**config.mk**
```make
export PLATFORM = sky130hd
export DESIGN_NAME = hilbert_curve_step_generator
export DESIGN_NICKNAME = d
export VERILOG_FILES = /design/src/hdl/hcsg_pkg.sv /design/src/hdl/hcsg_sequencer.sv /design/src/hdl/hcsg_datapath.sv /design/src/hdl/hilbert_curve_step_generator.sv
export SDC_FILE = /design/constraint.sdc
export NUM_CORES = 1
export LEC_CHECK = 0
export BUFFER_PORTS_ARGS = -buffer_cell sky130_fd_sc_hd__buf_2
export CAP_MARGIN = 20
export CORE_ASPECT_RATIO = 1.4
export CORE_MARGIN = 2
export CORE_UTILIZATION = 42
export CTS_CLUSTER_DIAMETER = 60
export DETAILED_ROUTE_END_ITERATION = 8
export PLACE_DENSITY = 0.62
export SYNTH_ARGS = -nofsm -noshare
export SYNTH_HDL_FRONTEND = slang
export SYNTH_SLANG_ARGS = --single-unit
```
**constraint.sdc**
```tcl
create_clock -name clk -period 5.06 [get_ports clk]
set_input_delay 1.012 -clock clk [delete_from_list [all_inputs] [get_ports clk]]
set_output_delay 1.012 -clock clk [all_outputs]
set_load 0.01 [all_outputs]
```
**src/hdl/hcsg_pkg.sv**
```systemverilog
package hcsg_pkg;

    // Sizes of the curve and of the drawing area.
    localparam int MaxOrder   = 9;
    localparam int CanvasSize = 1024;
    localparam int CanvasW    = $clog2(CanvasSize) + 1;
    localparam int CoordW     = 10;
    localparam int OrderW     = 4;
    localparam int DepthW     = 4;
    localparam int PosW       = 4;
    localparam int HeadW      = 2;
    localparam int UpcW       = 4;

    // Rule text positions.
    localparam int RuleLen = 11;
    localparam int LastPos = 9;
    localparam int DonePos = 10;

    localparam logic [OrderW-1:0] ResetOrder = 4'd6;

    // One stack frame: which rule and the next character position in it.
    typedef struct packed {
        logic            rule;
        logic [PosW-1:0] pos;
    } frame_t;

    // Symbols of the rewriting rules.
    typedef enum logic [2:0] {
        SYM_PLUS,
        SYM_MINUS,
        SYM_X,
        SYM_Y,
        SYM_F
    } sym_t;

    // Datapath operations selected by the microcode.
    typedef enum logic [2:0] {
        OP_NOP,
        OP_START,
        OP_WALK,
        OP_MOVE,
        OP_NONE
    } op_t;

    // Jump conditions of the sequencer.
    typedef enum logic [2:0] {
        C_NEVER,
        C_ALWAYS,
        C_NO_ITEM,
        C_NOT_RESTART,
        C_FINISHED,
        C_WALK_AGAIN,
        C_OUT_BUSY
    } cond_t;

    typedef struct packed {
        op_t             op;
        cond_t           cond;
        logic [UpcW-1:0] target;
    } uword_t;

    // Status flags from the datapath to the sequencer.
    typedef struct packed {
        logic finished;
        logic walk_again;
        logic out_busy;
    } dp_status_t;

    // Microprogram addresses.
    localparam logic [UpcW-1:0] UA_WAIT      = 4'd0;
    localparam logic [UpcW-1:0] UA_DISPATCH  = 4'd1;
    localparam logic [UpcW-1:0] UA_START     = 4'd2;
    localparam logic [UpcW-1:0] UA_CHECK     = 4'd3;
    localparam logic [UpcW-1:0] UA_WALK      = 4'd4;
    localparam logic [UpcW-1:0] UA_FOUND     = 4'd5;
    localparam logic [UpcW-1:0] UA_MOVE_WAIT = 4'd6;
    localparam logic [UpcW-1:0] UA_MOVE      = 4'd7;
    localparam logic [UpcW-1:0] UA_NONE_WAIT = 4'd8;
    localparam logic [UpcW-1:0] UA_NONE      = 4'd9;

    // Symbol at a position of rule X (rule = 0) or rule Y (rule = 1).
    function automatic sym_t rule_sym(input logic rule, input logic [PosW-1:0] pos);
        sym_t s;
        s = SYM_F;
        case (pos)
            4'd0, 4'd10: s = rule ? SYM_MINUS : SYM_PLUS;
            4'd1, 4'd9:  s = rule ? SYM_X : SYM_Y;
            4'd3, 4'd7:  s = rule ? SYM_PLUS : SYM_MINUS;
            4'd4, 4'd6:  s = rule ? SYM_Y : SYM_X;
            default:     s = SYM_F;
        endcase
        return s;
    endfunction

    // Control store: one word per microprogram address.
    function automatic uword_t ucode(input logic [UpcW-1:0] addr);
        uword_t w;
        w = '{op: OP_NOP, cond: C_ALWAYS, target: UA_WAIT};
        unique case (addr)
            UA_WAIT:      w = '{op: OP_NOP,   cond: C_NO_ITEM,     target: UA_WAIT};
            UA_DISPATCH:  w = '{op: OP_NOP,   cond: C_NOT_RESTART, target: UA_CHECK};
            UA_START:     w = '{op: OP_START, cond: C_NEVER,       target: UA_WAIT};
            UA_CHECK:     w = '{op: OP_NOP,   cond: C_FINISHED,    target: UA_NONE_WAIT};
            UA_WALK:      w = '{op: OP_WALK,  cond: C_WALK_AGAIN,  target: UA_WALK};
            UA_FOUND:     w = '{op: OP_NOP,   cond: C_FINISHED,    target: UA_NONE_WAIT};
            UA_MOVE_WAIT: w = '{op: OP_NOP,   cond: C_OUT_BUSY,    target: UA_MOVE_WAIT};
            UA_MOVE:      w = '{op: OP_MOVE,  cond: C_ALWAYS,      target: UA_WAIT};
            UA_NONE_WAIT: w = '{op: OP_NOP,   cond: C_OUT_BUSY,    target: UA_NONE_WAIT};
            UA_NONE:      w = '{op: OP_NONE,  cond: C_ALWAYS,      target: UA_WAIT};
            default:      w = '{op: OP_NOP,   cond: C_ALWAYS,      target: UA_WAIT};
        endcase
        return w;
    endfunction

endpackage

```
**src/hdl/hcsg_sequencer.sv**
```systemverilog
module hcsg_sequencer
    import hcsg_pkg::*;
(
    input  logic       clk,
    input  logic       rst_n,
    input  logic       in_valid,
    output logic       in_stall,
    input  logic       restart,
    input  dp_status_t status,
    output op_t        op
);

    logic [UpcW-1:0] upc_reg;
    logic [UpcW-1:0] upc_next;
    logic            restart_reg;
    logic            restart_next;
    logic            take;
    logic            jump;
    uword_t          word;

    // Items are taken only while the program waits at its entry point.
    assign in_stall = (upc_reg != UA_WAIT);
    assign take     = in_valid && !in_stall;

    assign word = ucode(upc_reg);
    assign op   = word.op;

    // Jump condition select.
    always_comb
    begin
        jump = 1'b0;
        unique case (word.cond)
            C_NEVER:       jump = 1'b0;
            C_ALWAYS:      jump = 1'b1;
            C_NO_ITEM:     jump = !in_valid;
            C_NOT_RESTART: jump = !restart_reg;
            C_FINISHED:    jump = status.finished;
            C_WALK_AGAIN:  jump = status.walk_again;
            C_OUT_BUSY:    jump = status.out_busy;
            default:       jump = 1'b1;
        endcase
    end

    always_comb
    begin
        upc_next     = jump ? word.target : upc_reg + UpcW'(1);
        restart_next = take ? restart : restart_reg;
    end

    always_ff @(posedge clk or negedge rst_n)
    begin
        if (!rst_n)
        begin
            upc_reg     <= UA_WAIT;
            restart_reg <= 1'b0;
        end
        else
        begin
            upc_reg     <= upc_next;
            restart_reg <= restart_next;
        end
    end

    // An accepted item is decoded in the following cycle.
    a_accept_dispatch: assert property (@(posedge clk) disable iff (!rst_n)
        take |=> (upc_reg == UA_DISPATCH))
        else $error("accepted item not dispatched");

    // A restart item goes on to the start step.
    a_restart_start: assert property (@(posedge clk) disable iff (!rst_n)
        (take && restart) |=> ##1 (upc_reg == UA_START))
        else $error("restart item skipped the start step");

    // The program counter stays inside the microprogram.
    a_upc_range: assert property (@(posedge clk) disable iff (!rst_n)
        upc_reg <= UA_NONE)
        else $error("program counter left the microprogram");

endmodule

```
**src/hdl/hcsg_datapath.sv**
```systemverilog
module hcsg_datapath
    import hcsg_pkg::*;
(
    input  logic              clk,
    input  logic              rst_n,
    input  logic              cfg_we,
    input  logic [OrderW-1:0] curve_order,
    input  op_t               op,
    output dp_status_t        status,
    output logic              out_valid,
    input  logic              out_stall,
    output logic [CoordW-1:0] from_x,
    output logic [CoordW-1:0] from_y,
    output logic [CoordW-1:0] to_x,
    output logic [CoordW-1:0] to_y,
    output logic [HeadW-1:0]  heading,
    output logic              last_segment,
    output logic              valid_res
);

    // Configuration and traversal state.
    logic [OrderW-1:0] curve_order_reg;
    logic [OrderW-1:0] curve_order_next;
    logic [OrderW-1:0] active_order_reg;
    logic [OrderW-1:0] active_order_next;
    logic [DepthW-1:0] depth_reg;
    logic [DepthW-1:0] depth_next;
    logic [HeadW-1:0]  dir_reg;
    logic [HeadW-1:0]  dir_next;
    logic [CoordW-1:0] pen_x_reg;
    logic [CoordW-1:0] pen_x_next;
    logic [CoordW-1:0] pen_y_reg;
    logic [CoordW-1:0] pen_y_next;
    logic              finished_reg;
    logic              finished_next;
    frame_t            stack_reg [MaxOrder];

    // Output register.
    logic              out_valid_reg;
    logic              out_valid_next;
    logic [CoordW-1:0] from_x_reg;
    logic [CoordW-1:0] from_y_reg;
    logic [CoordW-1:0] to_x_reg;
    logic [CoordW-1:0] to_y_reg;
    logic [HeadW-1:0]  heading_reg;
    logic              last_reg;
    logic              valid_res_reg;

    logic [OrderW-1:0]  order_sat;
    logic [CanvasW-1:0] unit_full;
    logic [CanvasW-1:0] half_unit;
    logic [CanvasW-1:0] start_y;
    logic [CoordW-1:0]  unit;
    logic [DepthW-1:0]  top_idx;
    frame_t             top;
    sym_t               sym;
    logic               pos_end;
    logic               is_last;
    logic               out_busy;
    logic               load_out;
    logic               top_we;
    frame_t             top_wdata;
    logic               push_we;
    frame_t             push_wdata;

    // Start point and segment length from the order.
    assign order_sat = (curve_order_reg > OrderW'(MaxOrder)) ? OrderW'(MaxOrder)
                                                             : curve_order_reg;
    assign unit_full = CanvasW'(CanvasSize) >> order_sat;
    assign half_unit = unit_full >> 1;
    assign start_y   = CanvasW'(CanvasSize) - half_unit;
    assign unit      = CoordW'(CanvasW'(CanvasSize) >> active_order_reg);

    // Top frame of the stack and the symbol it points at.
    assign top_idx = depth_reg - DepthW'(1);
    always_comb
    begin
        top = '0;
        if (depth_reg != '0)
        begin
            top = stack_reg[top_idx];
        end
    end
    assign sym     = rule_sym(top.rule, top.pos);
    assign pos_end = (top.pos >= PosW'(RuleLen));

    // The walk carries on until it consumes a draw symbol or empties the stack.
    assign status.walk_again = (depth_reg != '0) && !(!pos_end && (sym == SYM_F));
    assign status.finished   = finished_reg;

    // Last segment: deepest frame just past its final draw, all others spent.
    always_comb
    begin
        is_last = (depth_reg == active_order_reg) && (depth_reg != '0)
                  && (top.pos == PosW'(LastPos));
        for (int k = 0; k < MaxOrder; k++)
        begin
            if ((DepthW'(k) + DepthW'(1) < depth_reg)
                && (stack_reg[k].pos != PosW'(DonePos)))
            begin
                is_last = 1'b0;
            end
        end
    end

    assign out_busy        = out_valid_reg && out_stall;
    assign status.out_busy = out_busy;
    assign load_out        = (op == OP_MOVE) || (op == OP_NONE);

    // Next state of the traversal.
    always_comb
    begin
        curve_order_next  = cfg_we ? curve_order : curve_order_reg;
        active_order_next = active_order_reg;
        depth_next        = depth_reg;
        dir_next          = dir_reg;
        pen_x_next        = pen_x_reg;
        pen_y_next        = pen_y_reg;
        finished_next     = finished_reg;
        top_we            = 1'b0;
        top_wdata         = '{rule: top.rule, pos: top.pos + PosW'(1)};
        push_we           = 1'b0;
        push_wdata        = '{rule: (sym == SYM_Y), pos: '0};

        unique case (op)
            OP_START:
            begin
                active_order_next = order_sat;
                dir_next          = '0;
                pen_x_next        = half_unit[CoordW-1:0];
                pen_y_next        = start_y[CoordW-1:0];
                finished_next     = (order_sat == '0);
                depth_next        = (order_sat == '0) ? DepthW'(0) : DepthW'(1);
            end
            OP_WALK:
            begin
                if (depth_reg == '0)
                begin
                    finished_next = 1'b1;
                end
                else if (pos_end)
                begin
                    depth_next = depth_reg - DepthW'(1);
                end
                else
                begin
                    top_we = 1'b1;
                    case (sym)
                        SYM_PLUS:  dir_next = dir_reg + HeadW'(1);
                        SYM_MINUS: dir_next = dir_reg - HeadW'(1);
                        SYM_X, SYM_Y:
                        begin
                            if (depth_reg < active_order_reg)
                            begin
                                push_we    = 1'b1;
                                depth_next = depth_reg + DepthW'(1);
                            end
                        end
                        default: ;
                    endcase
                end
            end
            OP_MOVE:
            begin
                case (dir_reg)
                    2'd0:    pen_x_next = pen_x_reg + unit;
                    2'd1:    pen_y_next = pen_y_reg - unit;
                    2'd2:    pen_x_next = pen_x_reg - unit;
                    default: pen_y_next = pen_y_reg + unit;
                endcase
                if (is_last)
                begin
                    finished_next = 1'b1;
                end
            end
            OP_NOP, OP_NONE: ;
            default: ;
        endcase
    end

    // Output register empties when taken and refills from a move or an empty result.
    always_comb
    begin
        out_valid_next = out_valid_reg;
        if (load_out)
        begin
            out_valid_next = 1'b1;
        end
        else if (!out_stall)
        begin
            out_valid_next = 1'b0;
        end
    end

    always_ff @(posedge clk or negedge rst_n)
    begin
        if (!rst_n)
        begin
            curve_order_reg  <= ResetOrder;
            active_order_reg <= '0;
            depth_reg        <= '0;
            dir_reg          <= '0;
            pen_x_reg        <= '0;
            pen_y_reg        <= '0;
            finished_reg     <= 1'b1;
            out_valid_reg    <= 1'b0;
        end
        else
        begin
            curve_order_reg  <= curve_order_next;
            active_order_reg <= active_order_next;
            depth_reg        <= depth_next;
            dir_reg          <= dir_next;
            pen_x_reg        <= pen_x_next;
            pen_y_reg        <= pen_y_next;
            finished_reg     <= finished_next;
            out_valid_reg    <= out_valid_next;
        end
    end

    // Frame stack: the start step seeds the bottom frame with rule X.
    always_ff @(posedge clk)
    begin
        if (op == OP_START)
        begin
            stack_reg[0] <= '0;
        end
        if (top_we)
        begin
            stack_reg[top_idx] <= top_wdata;
        end
        if (push_we)
        begin
            stack_reg[depth_reg] <= push_wdata;
        end
    end

    // Result payload.
    always_ff @(posedge clk)
    begin
        if (op == OP_MOVE)
        begin
            from_x_reg    <= pen_x_reg;
            from_y_reg    <= pen_y_reg;
            to_x_reg      <= pen_x_next;
            to_y_reg      <= pen_y_next;
            heading_reg   <= dir_reg;
            last_reg      <= is_last;
            valid_res_reg <= 1'b1;
        end
        else if (op == OP_NONE)
        begin
            from_x_reg    <= '0;
            from_y_reg    <= '0;
            to_x_reg      <= '0;
            to_y_reg      <= '0;
            heading_reg   <= '0;
            last_reg      <= 1'b0;
            valid_res_reg <= 1'b0;
        end
    end

    assign out_valid    = out_valid_reg;
    assign from_x       = from_x_reg;
    assign from_y       = from_y_reg;
    assign to_x         = to_x_reg;
    assign to_y         = to_y_reg;
    assign heading      = heading_reg;
    assign last_segment = last_reg;
    assign valid_res    = valid_res_reg;

    // The stack never grows past the order of the running curve.
    a_depth_bound: assert property (@(posedge clk) disable iff (!rst_n)
        depth_reg <= active_order_reg)
        else $error("stack deeper than the curve order");

    // A result is only written into a free output register.
    a_load_free: assert property (@(posedge clk) disable iff (!rst_n)
        load_out |-> !out_busy)
        else $error("output register overwritten while stalled");

    // The last segment ends the curve.
    a_last_ends: assert property (@(posedge clk) disable iff (!rst_n)
        (op == OP_MOVE && is_last) |=> finished_reg)
        else $error("curve not finished after its last segment");

endmodule

```
**src/hdl/hilbert_curve_step_generator.sv**
```systemverilog
// Hilbert curve segment generator, driven by a small microprogram.
// An item passes dispatch, a start step (restart items only), a check, the walk steps (one
// per symbol or pop) and a found step, then waits while the output register is stalled and
// loads the segment; a curve finished at the check or the found step gives an empty result.
// Throughput: one item at a time; the next item is taken once the result is loaded.
// Reset clears the traversal (curve finished), sets the order to 6, empties the output.
module hilbert_curve_step_generator
    import hcsg_pkg::*;
(
    input  logic              clk,
    input  logic              rst_n,
    input  logic              cfg_we,
    input  logic [OrderW-1:0] curve_order,
    input  logic              in_valid,
    output logic              in_stall,
    input  logic              restart,
    output logic              out_valid,
    input  logic              out_stall,
    output logic [CoordW-1:0] from_x,
    output logic [CoordW-1:0] from_y,
    output logic [CoordW-1:0] to_x,
    output logic [CoordW-1:0] to_y,
    output logic [HeadW-1:0]  heading,
    output logic              last_segment,
    output logic              valid_res
);

    op_t        op;
    dp_status_t status;

    // Program counter, control store and jump logic.
    hcsg_sequencer u_sequencer (
        .clk      (clk),
        .rst_n    (rst_n),
        .in_valid (in_valid),
        .in_stall (in_stall),
        .restart  (restart),
        .status   (status),
        .op       (op)
    );

    // Frame stack, pen, heading and output register.
    hcsg_datapath u_datapath (
        .clk          (clk),
        .rst_n        (rst_n),
        .cfg_we       (cfg_we),
        .curve_order  (curve_order),
        .op           (op),
        .status       (status),
        .out_valid    (out_valid),
        .out_stall    (out_stall),
        .from_x       (from_x),
        .from_y       (from_y),
        .to_x         (to_x),
        .to_y         (to_y),
        .heading      (heading),
        .last_segment (last_segment),
        .valid_res    (valid_res)
    );

endmodule

```
# --- Word level (Yosys, flattened, before mapping) ---
# Memory sizes are Yosys's and may differ from the RTL's.
# Cells that the tools add are included.
classes:
  add_sub_neg: 11
  reduce_logical: 42
  mux: 63
  magnitude_cmp: 12
  shift: 2
  n_eq_ne: 40
ops:
  columns: ["cell", "count"]
  rows:
  - ["10-bit one-hot mux with 2 select lines", 4]
  - ["10-bit two-way mux", 5]
  - ["4-bit inequality test (second input constant)", 9]
  - ["1-bit two-way mux", 35]
  - ["4-bit two-way mux", 7]
  - ["10-bit adder", 2]
  - ["10-bit subtractor", 2]
  - ["3-bit by 2-bit equality test with 1-bit output (second input constant)", 6]
  - ["3-bit by 4-bit < comparator with 1-bit output (first input constant)", 4]
  - ["3-bit equality test (second input constant)", 5]
  - ["1-bit logical AND", 15]
  - ["4-bit by 1-bit adder with 4-bit output (second input constant)", 3]
  - ["4-bit by 3-bit equality test with 1-bit output (second input constant)", 3]
  - ["4-bit zero test", 3]
  - ["3-bit one-hot mux with 4 select lines", 1]
  - ["2-bit OR reduction", 6]
  - ["11-bit by 4-bit right shift with 10-bit output (first input constant)", 1]
  - ["11-bit by 4-bit right shift with 11-bit output (first input constant)", 1]
  - ["5-bit two-way mux", 2]
  - ["1-bit by 10-bit subtractor with 10-bit output (first input constant)", 1]
  - ["4-bit equality test (second input constant)", 2]
  - ["2-bit by 4-bit < comparator with 1-bit output (first input constant)", 2]
  - ["4-bit < comparator (first input constant)", 2]
  - ["2-bit two-way mux", 4]
  - ["31 further kinds", 45]
totals:
  mem_bits_ro: 160
  mem_bits_rw: 45
  out_inout_bits: 46
  register_bits: 85
  in_bits: 10
  word_cells: 189
  n_memories: 2
mem_list:
  columns: ["name", "words", "width", "read_ports", "rd_clocked_by_memory_dff", "write_ports", "line", "text"]
  rows:
  - ["(no name shown)", 16, 10, 1, 0, 0, "hcsg_pkg.sv:99", "unique case (addr)"]
  - ["u_datapath.stack_reg", 9, 5, 10, 0, 2, "hcsg_datapath.sv:36", "frame_t stack_reg [MaxOrder];"]

# --- Logic depth before layout (Yosys ltp) ---
# Gate-level depths: netlist (run 1).
# An unclocked memory read counts as a cell.
depth:
  ltp_word: 16
  mapped_depth: 21
  ltp_nobuf: 19

# --- By module ---
# From an unflattened synthesis (run 1), not the netlist that was laid out.
hier_totals:
  hier_cells: 1046
  hier_area_um2: 10329.9
modules_own_cells:
  columns: ["module", "seq_area_each_um2", "cells_each", "n_inst", "area_each_um2"]
  rows:
  - ["hcsg_datapath", 3977.6, 992, 1, 9854.5]
  - ["hcsg_sequencer", 125.1, 54, 1, 475.5]

# --- Least setup slack after synthesis (run 1) ---
# OpenSTA, ideal clock, no wires.
synth_path:
  kind: "reg2reg"
  startpoint: "reg u_datapath.depth_reg[0]"
  endpoint: "mem u_datapath.stack_reg[0][0] in the netlist's numbering"
  path_buffers: 8
  path_stages_with_launch: 18
  synth_period_minus_slack_ns: 3.918
  required_time_ns: 4.939
  setup_time_ns: 0.121
  path_slack_ns: 1.142
  t_arrival_ns: 3.797
  cell_sequence: "dfrtp_1 buf_6 buf_6 buf_4 inv_1 ha_1 buf_2 buf_2 buf_2 mux4_2 mux2i_1 a32o_1 buf_2 o21ai_2 and2_4 buf_6 o32ai_4 mux2_2"
synth_lines:
  columns: ["element", "line", "text"]
  rows:
  - ["start, declared", "hcsg_datapath.sv:26", "logic [DepthW-1:0] depth_reg;"]
  - ["start signal, assigned", "hcsg_datapath.sv:212", "depth_reg <= depth_next;"]
  - ["end, declared", "hcsg_datapath.sv:36", null]

# --- Worst setup path after layout (run 1) ---
layout_path:
  startpoint: "reg u_datapath.active_order_reg[1]"
  endpoint: "reg u_datapath.to_x_reg[9] (netlist: u_datapath.to_x[9]) (data pin)"
layout_via:
  elab_chain_len: 5
  word_cells_on_any_way: 6
  cone_classes: "2 x add/sub; 1 x shift; 3 x mux"
layout_rtl:
  columns: ["element", "line", "text"]
  rows:
  - ["start, declared", "hcsg_datapath.sv:24", "logic [OrderW-1:0] active_order_reg;"]
  - ["start signal, assigned", "hcsg_datapath.sv:211", "active_order_reg <= active_order_next;"]
  - ["11-bit by 4-bit right shift with 10-bit output (*)", "hcsg_datapath.sv:72", "assign unit = CoordW'(CanvasW'(CanvasSize) >> active_order_reg);"]
  - ["10-bit subtractor or 10-bit adder (tied branches)", "hcsg_datapath.sv:168, hcsg_datapath.sv:166", null]
  - ["10-bit one-hot mux with 2 select lines (*)", "hcsg_datapath.sv:165", "case (dir_reg)"]
  - ["10-bit one-hot mux with 2 select lines (*)", "hcsg_datapath.sv:125", "unique case (op)"]
  - ["10-bit two-way mux (*)", "hcsg_datapath.sv:241", "if (op == OP_MOVE)"]
  - ["end signal, assigned", "hcsg_datapath.sv:245", "to_x_reg <= pen_x_next;"]
  - ["end, declared", "hcsg_datapath.sv:43", "logic [CoordW-1:0] to_x_reg;"]
# Mark *: on every way between the ends. The rest lies on a longest branch, timed or not.
# A chain may end at the register's enable or synchronous reset.

==> results of run 1 <==
## cell families (layout without fill, tap and decap cells)
| family | count (synthesis) | count (layout) | share of synthesized area [%] |
|---|---|---|---|
| muxes | 107 | 107 | 13.3 |
| buffers and inverters | 92 | 131 | 4.10 |
| and+or+nand+nor | 437 | 437 | 22.1 |
| xor gates and xnor gates | 24 | 24 | 2.17 |
| DFF | 165 | 165 | 40.8 |
| AOI/OAI and AO/OA | 198 | 198 | 12.6 |
| adders and majority gates | 38 | 38 | 4.88 |
## final cells by class
class	instances	area, um^2	area share, %
Clock buffer	25	542	4.85
Clock inverter	7	53.8	0.482
Inverter	26	100	0.897
Tap cell	310	388	3.48
Multi-Input combinational cell	804	5540	49.6
Sequential cell	165	4100	36.8
Timing Repair Buffer	73	435	3.90
## layer usage
metal | vias up | part of all wire (%)
li1 | 3874 | -
met1 | 3890 | 38
met2 | 290 | 51
met3 | 94 | 4.2
met4 | 0 | 6.4
met5 | - | 0
## report_power, final
group	switching, uW	internal (uW)	total, uW
sequential	202	1610	1810
combinational	1830	1190	3020
clock	560	751	1310
## final timing paths
| check | startpoint | endpoint | cells past startpoint |
|---|---|---|---|
| max | u_datapath.active_order_reg[1] | u_datapath.to_x[9] | 15 |
| max reg2reg | u_datapath.active_order_reg[1] | u_datapath.to_x[9] | 15 |
| min in group clk | u_datapath.valid_res | u_datapath.valid_res | 2 |
| max in group asynchronous | rst_n | u_datapath.curve_order_reg[2] | 2 |
| min reg2reg | u_datapath.valid_res | u_datapath.valid_res | 2 |
| min | rst_n | u_datapath.pen_x_reg[5] | 1 |
## through the flow
step                      instances  hold slack [ns]  total power [uW]  cell area [um^2]  util (%)
final                          1410            0.403              6140             11200      47.0
after detailed placement       1377            0.431              4830             10500      44.4
after floorplan                1061            0.437              4090             10000         -
after global routing           1410            0.398              6560             11200      47.0
after CTS                      1409            0.441              6150             11100      47.0
after global placement         1377            0.430              4800             10500      44.4
## cell usage in the layout (no fill, tap or decap), types with 5 or more instances in the layout
cell type / instances
sky130_fd_sc_hd__a21o_1: 6
sky130_fd_sc_hd__dfrtp_1: 37
sky130_fd_sc_hd__or3_1: 9
sky130_fd_sc_hd__nand2_1: 105
sky130_fd_sc_hd__inv_1: 24
sky130_fd_sc_hd__nor3b_1: 5
sky130_fd_sc_hd__xnor2_1: 19
sky130_fd_sc_hd__o21a_1: 6
sky130_fd_sc_hd__or2_2: 6
sky130_fd_sc_hd__buf_4: 16
sky130_fd_sc_hd__clkbuf_16: 19
sky130_fd_sc_hd__nand4_1: 6
sky130_fd_sc_hd__a21oi_1: 62
sky130_fd_sc_hd__buf_2: 55
sky130_fd_sc_hd__dfxtp_1: 65
sky130_fd_sc_hd__nand3_1: 42
sky130_fd_sc_hd__mux2i_1: 76
sky130_fd_sc_hd__a211oi_1: 6
sky130_fd_sc_hd__ha_1: 36
sky130_fd_sc_hd__nor2b_1: 15
sky130_fd_sc_hd__a31oi_1: 7
sky130_fd_sc_hd__nand2b_1: 13
sky130_fd_sc_hd__and3_1: 28
sky130_fd_sc_hd__nor3_1: 17
sky130_fd_sc_hd__mux4_2: 20
sky130_fd_sc_hd__o21ai_0: 55
sky130_fd_sc_hd__o31ai_1: 8
sky130_fd_sc_hd__edfxtp_1: 59
sky130_fd_sc_hd__nand3b_1: 9
sky130_fd_sc_hd__nor4bb_1: 7
sky130_fd_sc_hd__mux2_2: 11
sky130_fd_sc_hd__nor3_4: 5
sky130_fd_sc_hd__o22ai_1: 7
sky130_fd_sc_hd__nor2_1: 137
==> results.rst, run 1 <==
.. list-table::
   :header-rows: 1

   * - Metric
     - Value
   * - IO Pins
     - 56
   * - Global-route wire length before repair
     - about 44,000 um
   * - Max-slew violation count
     - 0
   * - Number of synthesized register bits
     - roughly 170
   * - Area share of the largest cell type after synthesis
     - between 10% and 20%
   * - Count of clock tree sinks
     - 165
   * - Number of buffers added for setup after CTS
     - 0
   * - Antenna diode instance count
     - 0
   * - Rel. slew slack
     - 33.2%
   * - Result of the run
     - finished clean
   * - Number of antenna violations at the first check in global routing
     - 0
   * - Avg Inst Size Synth
     - 9.47 um^2
   * - GR peak layer
     - met2
   * - Sequence of cells on the critical path
     - clkinv_1 -> nor3_1 -> inv_1 -> ha_1 -> mux2i_1 -> ha_1 -> nor2b_1 -> o21ai_0 -> a21boi_0 -> o21ai_0 -> a21oi_1 -> a31oi_1 -> xnor2_1 -> or4_1 -> nand2_1
   * - Hold WC Path Type
     - in -> async
   * - Minimum setup slack in the final design
     - between 0.7 and 0.8 ns
   * - Total of cells resized after clock tree synthesis
     - 0
   * - Slew @ Worst Pin
     - 0.998 ns
   * - Count of yosys warnings during synthesis
     - 0
   * - Initial Utilization
     - 42.3%
   * - Number of fill cells in the layout
     - 2,294
   * - Predominant post-synthesis flop cell
     - sky130_fd_sc_hd__dfxtp_1
   * - Aggregate routed wire length
     - 27,200 um
   * - Number of enable-type register cells in the synthesized netlist
     - 59
   * - Initial drt markers
     - 772
   * - FF-to-FF setup slack
     - 0.71 ns
   * - Final setup violating endpoints
     - 0
   * - Library cell used as clock root buffer
     - sky130_fd_sc_hd__clkbuf_16
   * - Overall overflow remaining after global route
     - 0
   * - Arrival time reported for the critical path endpoint
     - 4.66 ns
   * - Cell taking the most area after synthesis
     - sky130_fd_sc_hd__edfxtp_1
   * - Max-cap violations
     - 0
   * - Layout cells sized above 1
     - 15.9%
   * - Setup TNS
     - 0 ns
   * - Standard-cell rows
     - 67
   * - Maximum net fanout on the critical path
     - 14
   * - Total leakage power
     - 0.00491 uW
   * - Buffers plus inverters on the worst setup path
     - 2
   * - Required time of the critical path
     - 5.37 ns
   * - Setup Slack @ Placement
     - 0.710 ns
   * - Layout-stage area growth over the synthesis result
     - 11.1%
   * - Worst path max stage delay
     - roughly 0.6 ns
   * - Post-synthesis net count
     - 1,109
   * - Final estimated routing congestion in global placement
     - roughly 0.94
   * - Largest register FFs
     - 80
   * - Number of buffers created by CTS
     - 17
   * - Average wire per cell in the routed design
     - 19.3 um
   * - Via density
     - around 5.8
   * - Global routing met3 resource utilization
     - under 10%
   * - CP endpoint kind
     - register
   * - Final HPWL from detailed placement
     - around 20,000 um
   * - Final clock period utilization by the worst path
     - 86.0%
   * - Timing-limited maximum frequency
     - 0.230 GHz
   * - Top-count cell post-synth
     - sky130_fd_sc_hd__nor2_1
   * - Setup repair after global routing missed its margin
     - false
   * - Number of unique standard cell types used by synthesis
     - 83
   * - Count of vias placed by the detailed router
     - 8,148
   * - Ranking of synthesized cells by area
     - sky130_fd_sc_hd__edfxtp_1 18%, sky130_fd_sc_hd__dfxtp_1 13%, sky130_fd_sc_hd__dfrtp_1 9.5%, sky130_fd_sc_hd__mux2i_1 7.6%, sky130_fd_sc_hd__nor2_1 5.2%
   * - IO Port Bufs
     - 55
   * - Pin count of the biggest net entering global routing
     - 44
   * - Slowest cell on crit path
     - sky130_fd_sc_hd__dfrtp_1
   * - CTS tree
     - built
   * - Post-route ant nets
     - 0
   * - Power Dens Cells
     - around 550 nW/um^2
   * - Met1 usage in global routing
     - 24.8%
   * - Die width
     - 135 um
   * - Worst ir drop on vdd
     - ~0.00028 V
   * - Core area
     - between 20,000 and 25,000 um^2
   * - Worst clock skew
     - 0.0107 ns
   * - Cell Area, Synth
     - 10,000 um^2
   * - Total GRT Usage
     - around 22%
   * - Post-synth ARST share
     - 24.8%
   * - Global-route track usage on met2
     - 39.2%
   * - Min Tclk post-route
     - 4.35 ns
   * - Sequential fraction of the synthesis area
     - 40.8%
   * - Clock latency of the later-clocked register in the worst-skew pair
     - about 0.44 ns
   * - Number of instances in the synthesized netlist
     - ~1.1k
   * - Number of hold buffers added after CTS
     - 0
   * - Number of iterations in the first detailed-routing pass
     - 5
   * - Clock H-tree levels
     - 4
   * - Cell family with most CP delay
     - simple AND/OR/NAND/NOR gates
   * - Die height
     - 187 um
   * - DRC Markers
     - 0
   * - Vias in the first global route
     - 8,092
   * - Fin. Hold Viols
     - 0
   * - Cell types with the highest counts after synthesis
     - 138 x sky130_fd_sc_hd__nor2_1, 106 x sky130_fd_sc_hd__nand2_1, 76 x sky130_fd_sc_hd__mux2i_1, 65 x sky130_fd_sc_hd__dfxtp_1, 62 x sky130_fd_sc_hd__a21oi_1
   * - Path type of the worst setup path
     - reg -> reg
   * - Sort of element at the start of the critical path
     - register
   * - Clock transition at path regs
     - 0.07 ns
   * - Post-layout nets
     - around 1.1k
   * - Die area
     - ~25,000 um^2
   * - Buffer depth of the longest clock path
     - 2
Power figures use the tool's default switching activity.
==> run 2, diff against run 1 <==
- CAP_MARGIN: 20 -> unset
- clock period: 5.06 -> 4.6 ns (I/O delays scaled with it)
==> run 2 against run 1 <==
  * Utilization about the same
  * Clock power about the same
  * Power increased by 8.8%
  * Clock skew increased by 0.0044 ns
  * Critical path type unchanged
  * Worst setup slack got worse by 0.18 ns
  * Routed wire length decreased by 0.55%
  * Sequential power increased by 10%
  * Cell count increased by 0.64%
  * Critical endpoint is now u_datapath.to_y[9]
  * Via count decreased by 0.36%
  * Die area unchanged
==> results.rst, run 2 (synthesis results as in run 1) <==
.. list-table::
   :header-rows: 1

   * - Metric
     - Value
   * - Result of the run
     - finished clean
   * - Count of clock tree sinks
     - 165 (unchanged)
   * - Most common library cell in the layout ignoring fill and taps
     - sky130_fd_sc_hd__nor2_1
   * - Pin count of the biggest net entering global routing
     - 44 (unchanged)
   * - Reg-to-reg critical path startpoint
     - u_datapath.active_order_reg[1]
   * - Path type of the worst setup path
     - reg -> reg
   * - Antenna diode instance count
     - 0 (unchanged)
   * - Die area
     - 25,200 um^2 (unchanged)
   * - Setup TNS
     - 0 ns (unchanged)
   * - Layout-stage area growth over the synthesis result
     - 11.0% (about the same)
   * - IO Port Bufs
     - 55 (unchanged)
   * - Required time of the critical path
     - 4.79 ns (-0.58 ns)
   * - Hold WC Path Type
     - reg -> reg
   * - Maximum net fanout on the critical path
     - 14 (unchanged)
   * - IO Pins
     - 56 (unchanged)
   * - Library cell used as clock root buffer
     - sky130_fd_sc_hd__clkbuf_16
   * - Combinational cell fraction of total power
     - 50.1% (+1.0 points)
   * - Part of the power in the clock network
     - 20.0% (-1.4 points)
   * - Sort of element at the start of the critical path
     - register
   * - Slew @ Worst Pin
     - 1.03 ns (+0.0311 ns)
   * - Via density
     - 5.72 (-0.99%)
   * - Die width
     - 135 um (unchanged)
   * - Final setup violating endpoints
     - 0 (unchanged)
   * - Setup repair after global routing missed its margin
     - false
   * - Number of iterations in the first detailed-routing pass
     - 5 (unchanged)
   * - Rel. slew slack
     - 31.4% (-1.8 points)
   * - Number of cells on the worst hold path
     - 2
   * - Sequential power share
     - 29.9% (+0.4 points)
   * - Arrival time reported for the critical path endpoint
     - 4.26 ns (-0.40 ns)
   * - Final HPWL from detailed placement
     - 20,300 um (+0.59%)
   * - Post-route ant nets
     - 0 (unchanged)
   * - Vias in the first global route
     - 8,176 (+1.0%)
   * - DRC Markers
     - 0 (unchanged)
   * - Total power
     - 6680 uW (+8.8%)
   * - Min Tclk post-route
     - 4.07 ns (-0.280 ns)
   * - Fin. Hold Viols
     - 0 (unchanged)
   * - Post-layout nets
     - 1,144 (+0.79%)
   * - Worst ir drop on vdd
     - 0.000282 V (about the same)
   * - Timing-limited maximum frequency
     - 0.245 GHz (+6.9%)
   * - Initial drt markers
     - 487 (-37%)
   * - Power Dens Cells
     - 599 nW/um^2 (+8.9%)
   * - Initial Utilization
     - 42.3% (unchanged)
   * - Number of antenna violations at the first check in global routing
     - 0 (unchanged)
   * - Average wire per cell in the routed design
     - 19.1 um (-1.2%)
   * - CP endpoint kind
     - register
   * - Most used cells in the layout excluding fill and tap cells
     - 137 x sky130_fd_sc_hd__nor2_1, 105 x sky130_fd_sc_hd__nand2_1, 76 x sky130_fd_sc_hd__mux2i_1, 65 x sky130_fd_sc_hd__dfxtp_1, 62 x sky130_fd_sc_hd__a21oi_1
   * - Aggregate routed wire length
     - 27,100 um (-0.55%)
   * - Total GRT Usage
     - 22.1% (-0.23 points)
   * - Die height
     - 187 um (unchanged)
   * - Max-slew violation count
     - 0 (unchanged)
   * - Overall overflow remaining after global route
     - 0 (unchanged)
   * - Hold path startpoint
     - u_datapath.valid_res
   * - Max-cap violations
     - 0 (unchanged)
   * - Count of vias placed by the detailed router
     - 8,119 (-0.36%)
   * - Fraction of power spent switching nets
     - 43.0% (+0.80 points)
   * - Largest register FFs
     - 80 (unchanged)
   * - Standard-cell rows
     - 67 (unchanged)
   * - Endpoint of the lowest-slack register-to-register path
     - u_datapath.to_y[9]
   * - Int Pwr
     - 3810 uW (+7.3%)
   * - Clock H-tree levels
     - 4 (unchanged)
   * - Clock latency of the later-clocked register in the worst-skew pair
     - 0.43 ns (about the same)
   * - Global-route wire length before repair
     - 43,600 um (-0.13%)
   * - Instance area after placement
     - 10,600 um^2 (+0.59%)
   * - Number of buffers added for setup after CTS
     - 0 (unchanged)
   * - Total of cells resized after clock tree synthesis
     - 0 (unchanged)
   * - Layout cells sized above 1
     - 16.6% (+0.68 points)
   * - Setup Slack @ Placement
     - 0.487 ns (-0.223 ns)
   * - Worst clock skew
     - 0.0151 ns (+0.00445 ns)
   * - Number of hold buffers added after CTS
     - 0 (unchanged)
   * - R2r worst-path depth
     - 15 (unchanged)
   * - Core area
     - 23,700 um^2 (unchanged)
   * - Clock transition at path regs
     - 0.07 ns (about the same)
   * - NetSw
     - 2870 uW (+11%)
   * - Final clock period utilization by the worst path
     - 88.6% (+2.5 points)
   * - End point of the worst hold path
     - u_datapath.valid_res
   * - Minimum setup slack in the final design
     - 0.527 ns (-0.180 ns)
   * - Number of buffers created by CTS
     - 17 (unchanged)
   * - CTS tree
     - built
   * - Final estimated routing congestion in global placement
     - 0.897 (-4.1%)
   * - Buffer depth of the longest clock path
     - 2 (unchanged)
   * - Total leakage power
     - 0.00491 uW (about the same)
   * - FF-to-FF setup slack
     - 0.53 ns (-0.18 ns)
   * - Area of all placed cells without fillers
     - 11,200 um^2 (about the same)
[run 2: cell types whose count changed in the layout (fill, tap and decap cells not counted), sizes merged]
cell,before,now
buf,73,82
clkbuf,25,20
clkinvlp,0,2
inv,30,32
clkinv,3,4
[run 2: layer usage]
metal	share of wire [%]	vias to the layer above	track usage [%]
li1	-	3896	-
met1	39	3941	24.7
met2	53	217	39.8
met3	3.7	65	3.79
met4	4.7	0	11.5
met5	0	-	0
[run 2: layout make-up]
cell class / instances / area (um^2)
inverter: 26 / 100
clock buffer: 20 / 447
tap: 310 / 388
multi-input combinational: 804 / 5540
clock inverter: 12 / 93.8
fill: 2278 / 12600
sequential: 165 / 4100
timing repair buffer: 82 / 478
[run 2: worst max-delay path by stage]
stage                                         startpoint                         end  slack (ns)  cells past startpoint
after global placement    u_datapath.active_order_reg[1]          u_datapath.to_y[9]        0.55                     15
final                     u_datapath.active_order_reg[1]          u_datapath.to_y[9]        0.53                     15
after floorplan                  u_datapath.depth_reg[0]  u_datapath.stack_reg[0][0]        0.68                     17
after CTS                 u_datapath.active_order_reg[1]          u_datapath.to_y[9]        0.45                     15
after global routing      u_datapath.active_order_reg[1]          u_datapath.to_y[8]        0.12                     16
after detailed placement  u_datapath.active_order_reg[1]          u_datapath.to_y[9]        0.49                     15
[run 2: per-stage QoR]
step,utilization [%],hold slack (ns),std cells
2_1_floorplan,-,0.437,1061
3_3_place_gp,44.7,0.429,1387
3_5_place_dp,44.7,0.471,1387
4_1_cts,47.0,0.480,1419
5_1_grt,47.0,0.493,1419
6_report,47.0,0.468,1419
[run 2: power by group through the flow]
stage | clock [uW] | sequential [uW] | combinational [uW]
final | 1340 | 2000 | 3350
after global routing | 1420 | 2030 | 3690
after floorplan | 0 | 1970 | 2530
after global placement | 0 | 2020 | 3310
after detailed placement | 0 | 2030 | 3330
after CTS | 1370 | 2000 | 3340
[run 2: critical path, stage by stage (launching register included)]
cell	delay [ns]
sky130_fd_sc_hd__dfrtp_1	0.61
sky130_fd_sc_hd__clkinv_1	0.35
sky130_fd_sc_hd__nor3_2	0.33
sky130_fd_sc_hd__inv_1	0.07
sky130_fd_sc_hd__ha_1	0.30
sky130_fd_sc_hd__nor2_1	0.25
sky130_fd_sc_hd__xnor2_1	0.10
sky130_fd_sc_hd__ha_1	0.33
sky130_fd_sc_hd__o21ai_0	0.12
sky130_fd_sc_hd__a21boi_0	0.26
sky130_fd_sc_hd__o21ai_0	0.15
sky130_fd_sc_hd__a21oi_1	0.27
sky130_fd_sc_hd__a31oi_1	0.15
sky130_fd_sc_hd__xnor2_1	0.17
sky130_fd_sc_hd__nand2b_1	0.18
sky130_fd_sc_hd__a21o_1	0.17
==> run 3, diff against run 2 <==
- CORE_UTILIZATION: 42 -> 55
- PLACE_DENSITY: 0.62 -> 0.77
==> run 3 against run 2 <==
  * Clock power rose by 7%
  * Combinational power fell by 2%
  * Utilization rose by 15 points
  * Critical endpoint unchanged
  * Sequential power barely moved
  * Register-to-register slack got worse by 0.08 ns
  * Power rose by 0.74%
  * Fmax fell by 2.0%
  * Cell count fell by 5.5%
  * Routed wire length fell by 4.5%
==> results.rst, run 3 (synthesis results as in run 1) <==
.. list-table::
   :header-rows: 1

   * - Metric
     - Value
   * - Start point of the critical path
     - u_datapath.active_order_reg[1]
   * - NetSw
     - 2910 uW (+1.3%)
   * - Final setup violating endpoints
     - 0 (unchanged)
   * - Fin. Hold Viols
     - 0 (unchanged)
   * - Area of the multi-input gates
     - 5540 um^2 (about the same)
   * - Sequential power share
     - 29.9% (about the same)
   * - Clock latency of the later-clocked register in the worst-skew pair
     - 0.43 ns (about the same)
   * - Combinational cell fraction of total power
     - 48.9% (-1.2 points)
   * - Minimum setup slack in the final design
     - 0.443 ns (-0.0835 ns)
   * - Final clock period utilization by the worst path
     - 90.4% (+1.8 points)
   * - Hold WC Path Type
     - reg -> reg
   * - Total GRT Usage
     - 27.5% (+5.4 points)
   * - Slew @ Worst Pin
     - 0.968 ns (-0.0618 ns)
   * - Path type of the worst setup path
     - reg -> reg
   * - Final estimated routing congestion in global placement
     - 0.944 (+5.2%)
   * - Via density
     - 6.15 (+7.6%)
   * - Die height
     - 164 um (-12%)
   * - Number of fill cells in the layout
     - 1,524 (-33%)
   * - Number of iterations in the first detailed-routing pass
     - 7 (+2)
   * - Initial Utilization
     - 56.0% (+14 points)
   * - Initial drt markers
     - 743 (+53%)
   * - Number of buffers created by CTS
     - 17 (unchanged)
   * - Total leakage power
     - 0.00490 uW (-0.20%)
   * - CTS tree
     - built
   * - Max-slew violation count
     - 0 (unchanged)
   * - Clock transition at path regs
     - 0.07 ns (about the same)
   * - Maximum net fanout on the critical path
     - 14 (unchanged)
   * - Rel. slew slack
     - 35.3% (+3.9 points)
   * - Number of buffers added for setup after CTS
     - 0 (unchanged)
   * - Area taken by flip-flops and latches
     - 4100 um^2 (unchanged)
   * - Min Tclk post-route
     - 4.16 ns (+0.0835 ns)
   * - Part of the power in the clock network
     - 21.2% (+1.2 points)
   * - Largest register FFs
     - 80 (unchanged)
   * - Max-cap violations
     - 0 (unchanged)
   * - Arrival time reported for the critical path endpoint
     - 4.34 ns (+0.08 ns)
   * - Global-route wire length before repair
     - 41,900 um (-4.0%)
   * - Setup TNS
     - 0 ns (unchanged)
   * - Int Pwr
     - 3830 uW (+0.35%)
   * - Library cell used as clock root buffer
     - sky130_fd_sc_hd__clkbuf_16
   * - CP endpoint kind
     - register
   * - Most used cells in the layout excluding fill and tap cells
     - 137 x sky130_fd_sc_hd__nor2_1, 105 x sky130_fd_sc_hd__nand2_1, 76 x sky130_fd_sc_hd__mux2i_1, 65 x sky130_fd_sc_hd__dfxtp_1, 62 x sky130_fd_sc_hd__a21oi_1
   * - Overall overflow remaining after global route
     - 0 (unchanged)
   * - Standard-cell rows
     - 58 (-13%)
   * - Number of hold buffers added after CTS
     - 0 (unchanged)
   * - Reg-to-reg critical path startpoint
     - u_datapath.active_order_reg[1]
   * - Most common library cell in the layout ignoring fill and taps
     - sky130_fd_sc_hd__nor2_1
   * - Layout-stage area growth over the synthesis result
     - 10.1%
   * - Worst clock skew
     - 0.0123 ns (-0.00278 ns)
   * - Result of the run
     - finished clean
   * - Power Dens Cells
     - 609 nW/um^2 (+1.6%)
   * - Count of clock tree sinks
     - 165 (unchanged)
   * - Layout cells sized above 1
     - 16.1% (-0.52 points)
   * - Timing-limited maximum frequency
     - 0.241 GHz (-2.0%)
   * - Die width
     - 118 um (-12%)
   * - IO Pins
     - 56 (unchanged)
   * - Aggregate routed wire length
     - 25,900 um (-4.5%)
   * - Vias in the first global route
     - 8,075 (-1.2%)
   * - Number of antenna violations at the first check in global routing
     - 0 (unchanged)
   * - Core area
     - 17,900 um^2 (-24%)
   * - Die area
     - 19,400 um^2 (-23%)
   * - Buffer depth of the longest clock path
     - 2 (unchanged)
   * - Post-route ant nets
     - 0 (unchanged)
   * - Total of cells resized after clock tree synthesis
     - 0 (unchanged)
   * - Post-layout nets
     - 1,136 (-0.70%)
   * - Fraction of power spent switching nets
     - 43.2% (+0.22 points)
   * - Clock H-tree levels
     - 4 (unchanged)
   * - Setup repair after global routing missed its margin
     - false
   * - Required time of the critical path
     - 4.79 ns (about the same)
   * - Setup Slack @ Placement
     - 0.520 ns (+0.0324 ns)
   * - Final HPWL from detailed placement
     - 19,000 um (-6.3%)
   * - Pin count of the biggest net entering global routing
     - 44 (unchanged)
   * - DRC Markers
     - 0 (unchanged)
   * - Antenna diode instance count
     - 0 (unchanged)
   * - Hold path startpoint
     - u_datapath.valid_res
   * - Sort of element at the start of the critical path
     - register
   * - Count of vias placed by the detailed router
     - 8,253 (+1.7%)
   * - Average wire per cell in the routed design
     - 19.3 um (+1.1%)
   * - IO Port Bufs
     - 55 (unchanged)
   * - Worst ir drop on vdd
     - 0.000273 V (-3.0%)
## run 3: cell count changes in the layout (fill, tap and decap cells not counted)
cell	previous run	this run
sky130_fd_sc_hd__clkinv_8	0	2
sky130_fd_sc_hd__inv_8	0	6
sky130_fd_sc_hd__clkinvlp_4	2	1
sky130_fd_sc_hd__buf_4	27	18
sky130_fd_sc_hd__clkinv_2	1	0
sky130_fd_sc_hd__clkinv_4	2	3
sky130_fd_sc_hd__inv_4	3	1
sky130_fd_sc_hd__inv_6	5	2
sky130_fd_sc_hd__buf_12	0	1
sky130_fd_sc_hd__nor3_2	2	1
sky130_fd_sc_hd__clkbuf_1	2	0
sky130_fd_sc_hd__nor3_1	16	17
## run 3: final timing paths
path                                           endpoint  slack, ns  cells past startpoint
worst min-delay path               u_datapath.valid_res       0.44                      2
max in group asynchronous       u_datapath.depth_reg[0]       3.29                      1
worst max-delay path                 u_datapath.to_y[9]       0.44                     16
worst min register to register     u_datapath.valid_res       0.44                      2
min in group asynchronous       u_datapath.pen_x_reg[4]       0.64                      1
worst max register to register       u_datapath.to_y[9]       0.44                     16
## run 3: layer usage
| metal | wire length [um] | vias up | global-route usage, % | part of all wire [%] |
|---|---|---|---|---|
| li1 | - | 3880 | - | - |
| met1 | 9470 | 3934 | 29.7 | 37 |
| met2 | 13500 | 340 | 50.2 | 52 |
| met3 | 1310 | 99 | 4.24 | 5.1 |
| met4 | 1560 | 0 | 17.5 | 6.0 |
| met5 | 0 | - | 0 | 0 |
## run 3: per-stage QoR
step | power [uW] | instance area, um^2 | std cells | hold WS (ns) | util [%]
6_report | 6730 | 11100 | 1341 | 0.441 | 61.7
3_3_place_gp | 5220 | 10500 | 1309 | 0.428 | 58.4
5_1_grt | 7160 | 11100 | 1341 | 0.486 | 61.7
3_5_place_dp | 5270 | 10500 | 1309 | 0.432 | 58.4
4_1_cts | 6710 | 11100 | 1341 | 0.444 | 61.7
2_1_floorplan | 4500 | 10000 | 1061 | 0.437 | -
## run 3: cell type report
type	instances	share of cell area, %
clock inverters	14	1.37
flip-flops and latches	165	37.1
clock buffers	18	3.97
repair buffers	74	3.89
multi-input cells	804	50.1
well taps	240	2.71
inverters	26	0.905
## run 3: power by group through the flow
stage / logic, uW / registers [uW] / clock network (uW)
3_3_place_gp: 3190 / 2030 / 0
4_1_cts: 3270 / 2000 / 1440
2_1_floorplan: 2530 / 1970 / 0
3_5_place_dp: 3240 / 2040 / 0
5_1_grt: 3620 / 2040 / 1500
6_report: 3290 / 2010 / 1430
## run 3: critical path, stage by stage (launching register included)
cell	delay [ns]
sky130_fd_sc_hd__dfrtp_1	0.59
sky130_fd_sc_hd__clkinv_1	0.30
sky130_fd_sc_hd__nor3_1	0.45
sky130_fd_sc_hd__inv_1	0.08
sky130_fd_sc_hd__ha_1	0.30
sky130_fd_sc_hd__mux2_2	0.31
sky130_fd_sc_hd__inv_1	0.07
sky130_fd_sc_hd__ha_1	0.21
sky130_fd_sc_hd__nor2b_1	0.12
sky130_fd_sc_hd__o21ai_0	0.20
sky130_fd_sc_hd__a21boi_0	0.15
sky130_fd_sc_hd__o21ai_0	0.27
sky130_fd_sc_hd__a21oi_1	0.15
sky130_fd_sc_hd__a31oi_1	0.23
sky130_fd_sc_hd__xnor2_1	0.13
sky130_fd_sc_hd__nand2b_1	0.18
sky130_fd_sc_hd__a21o_1	0.17
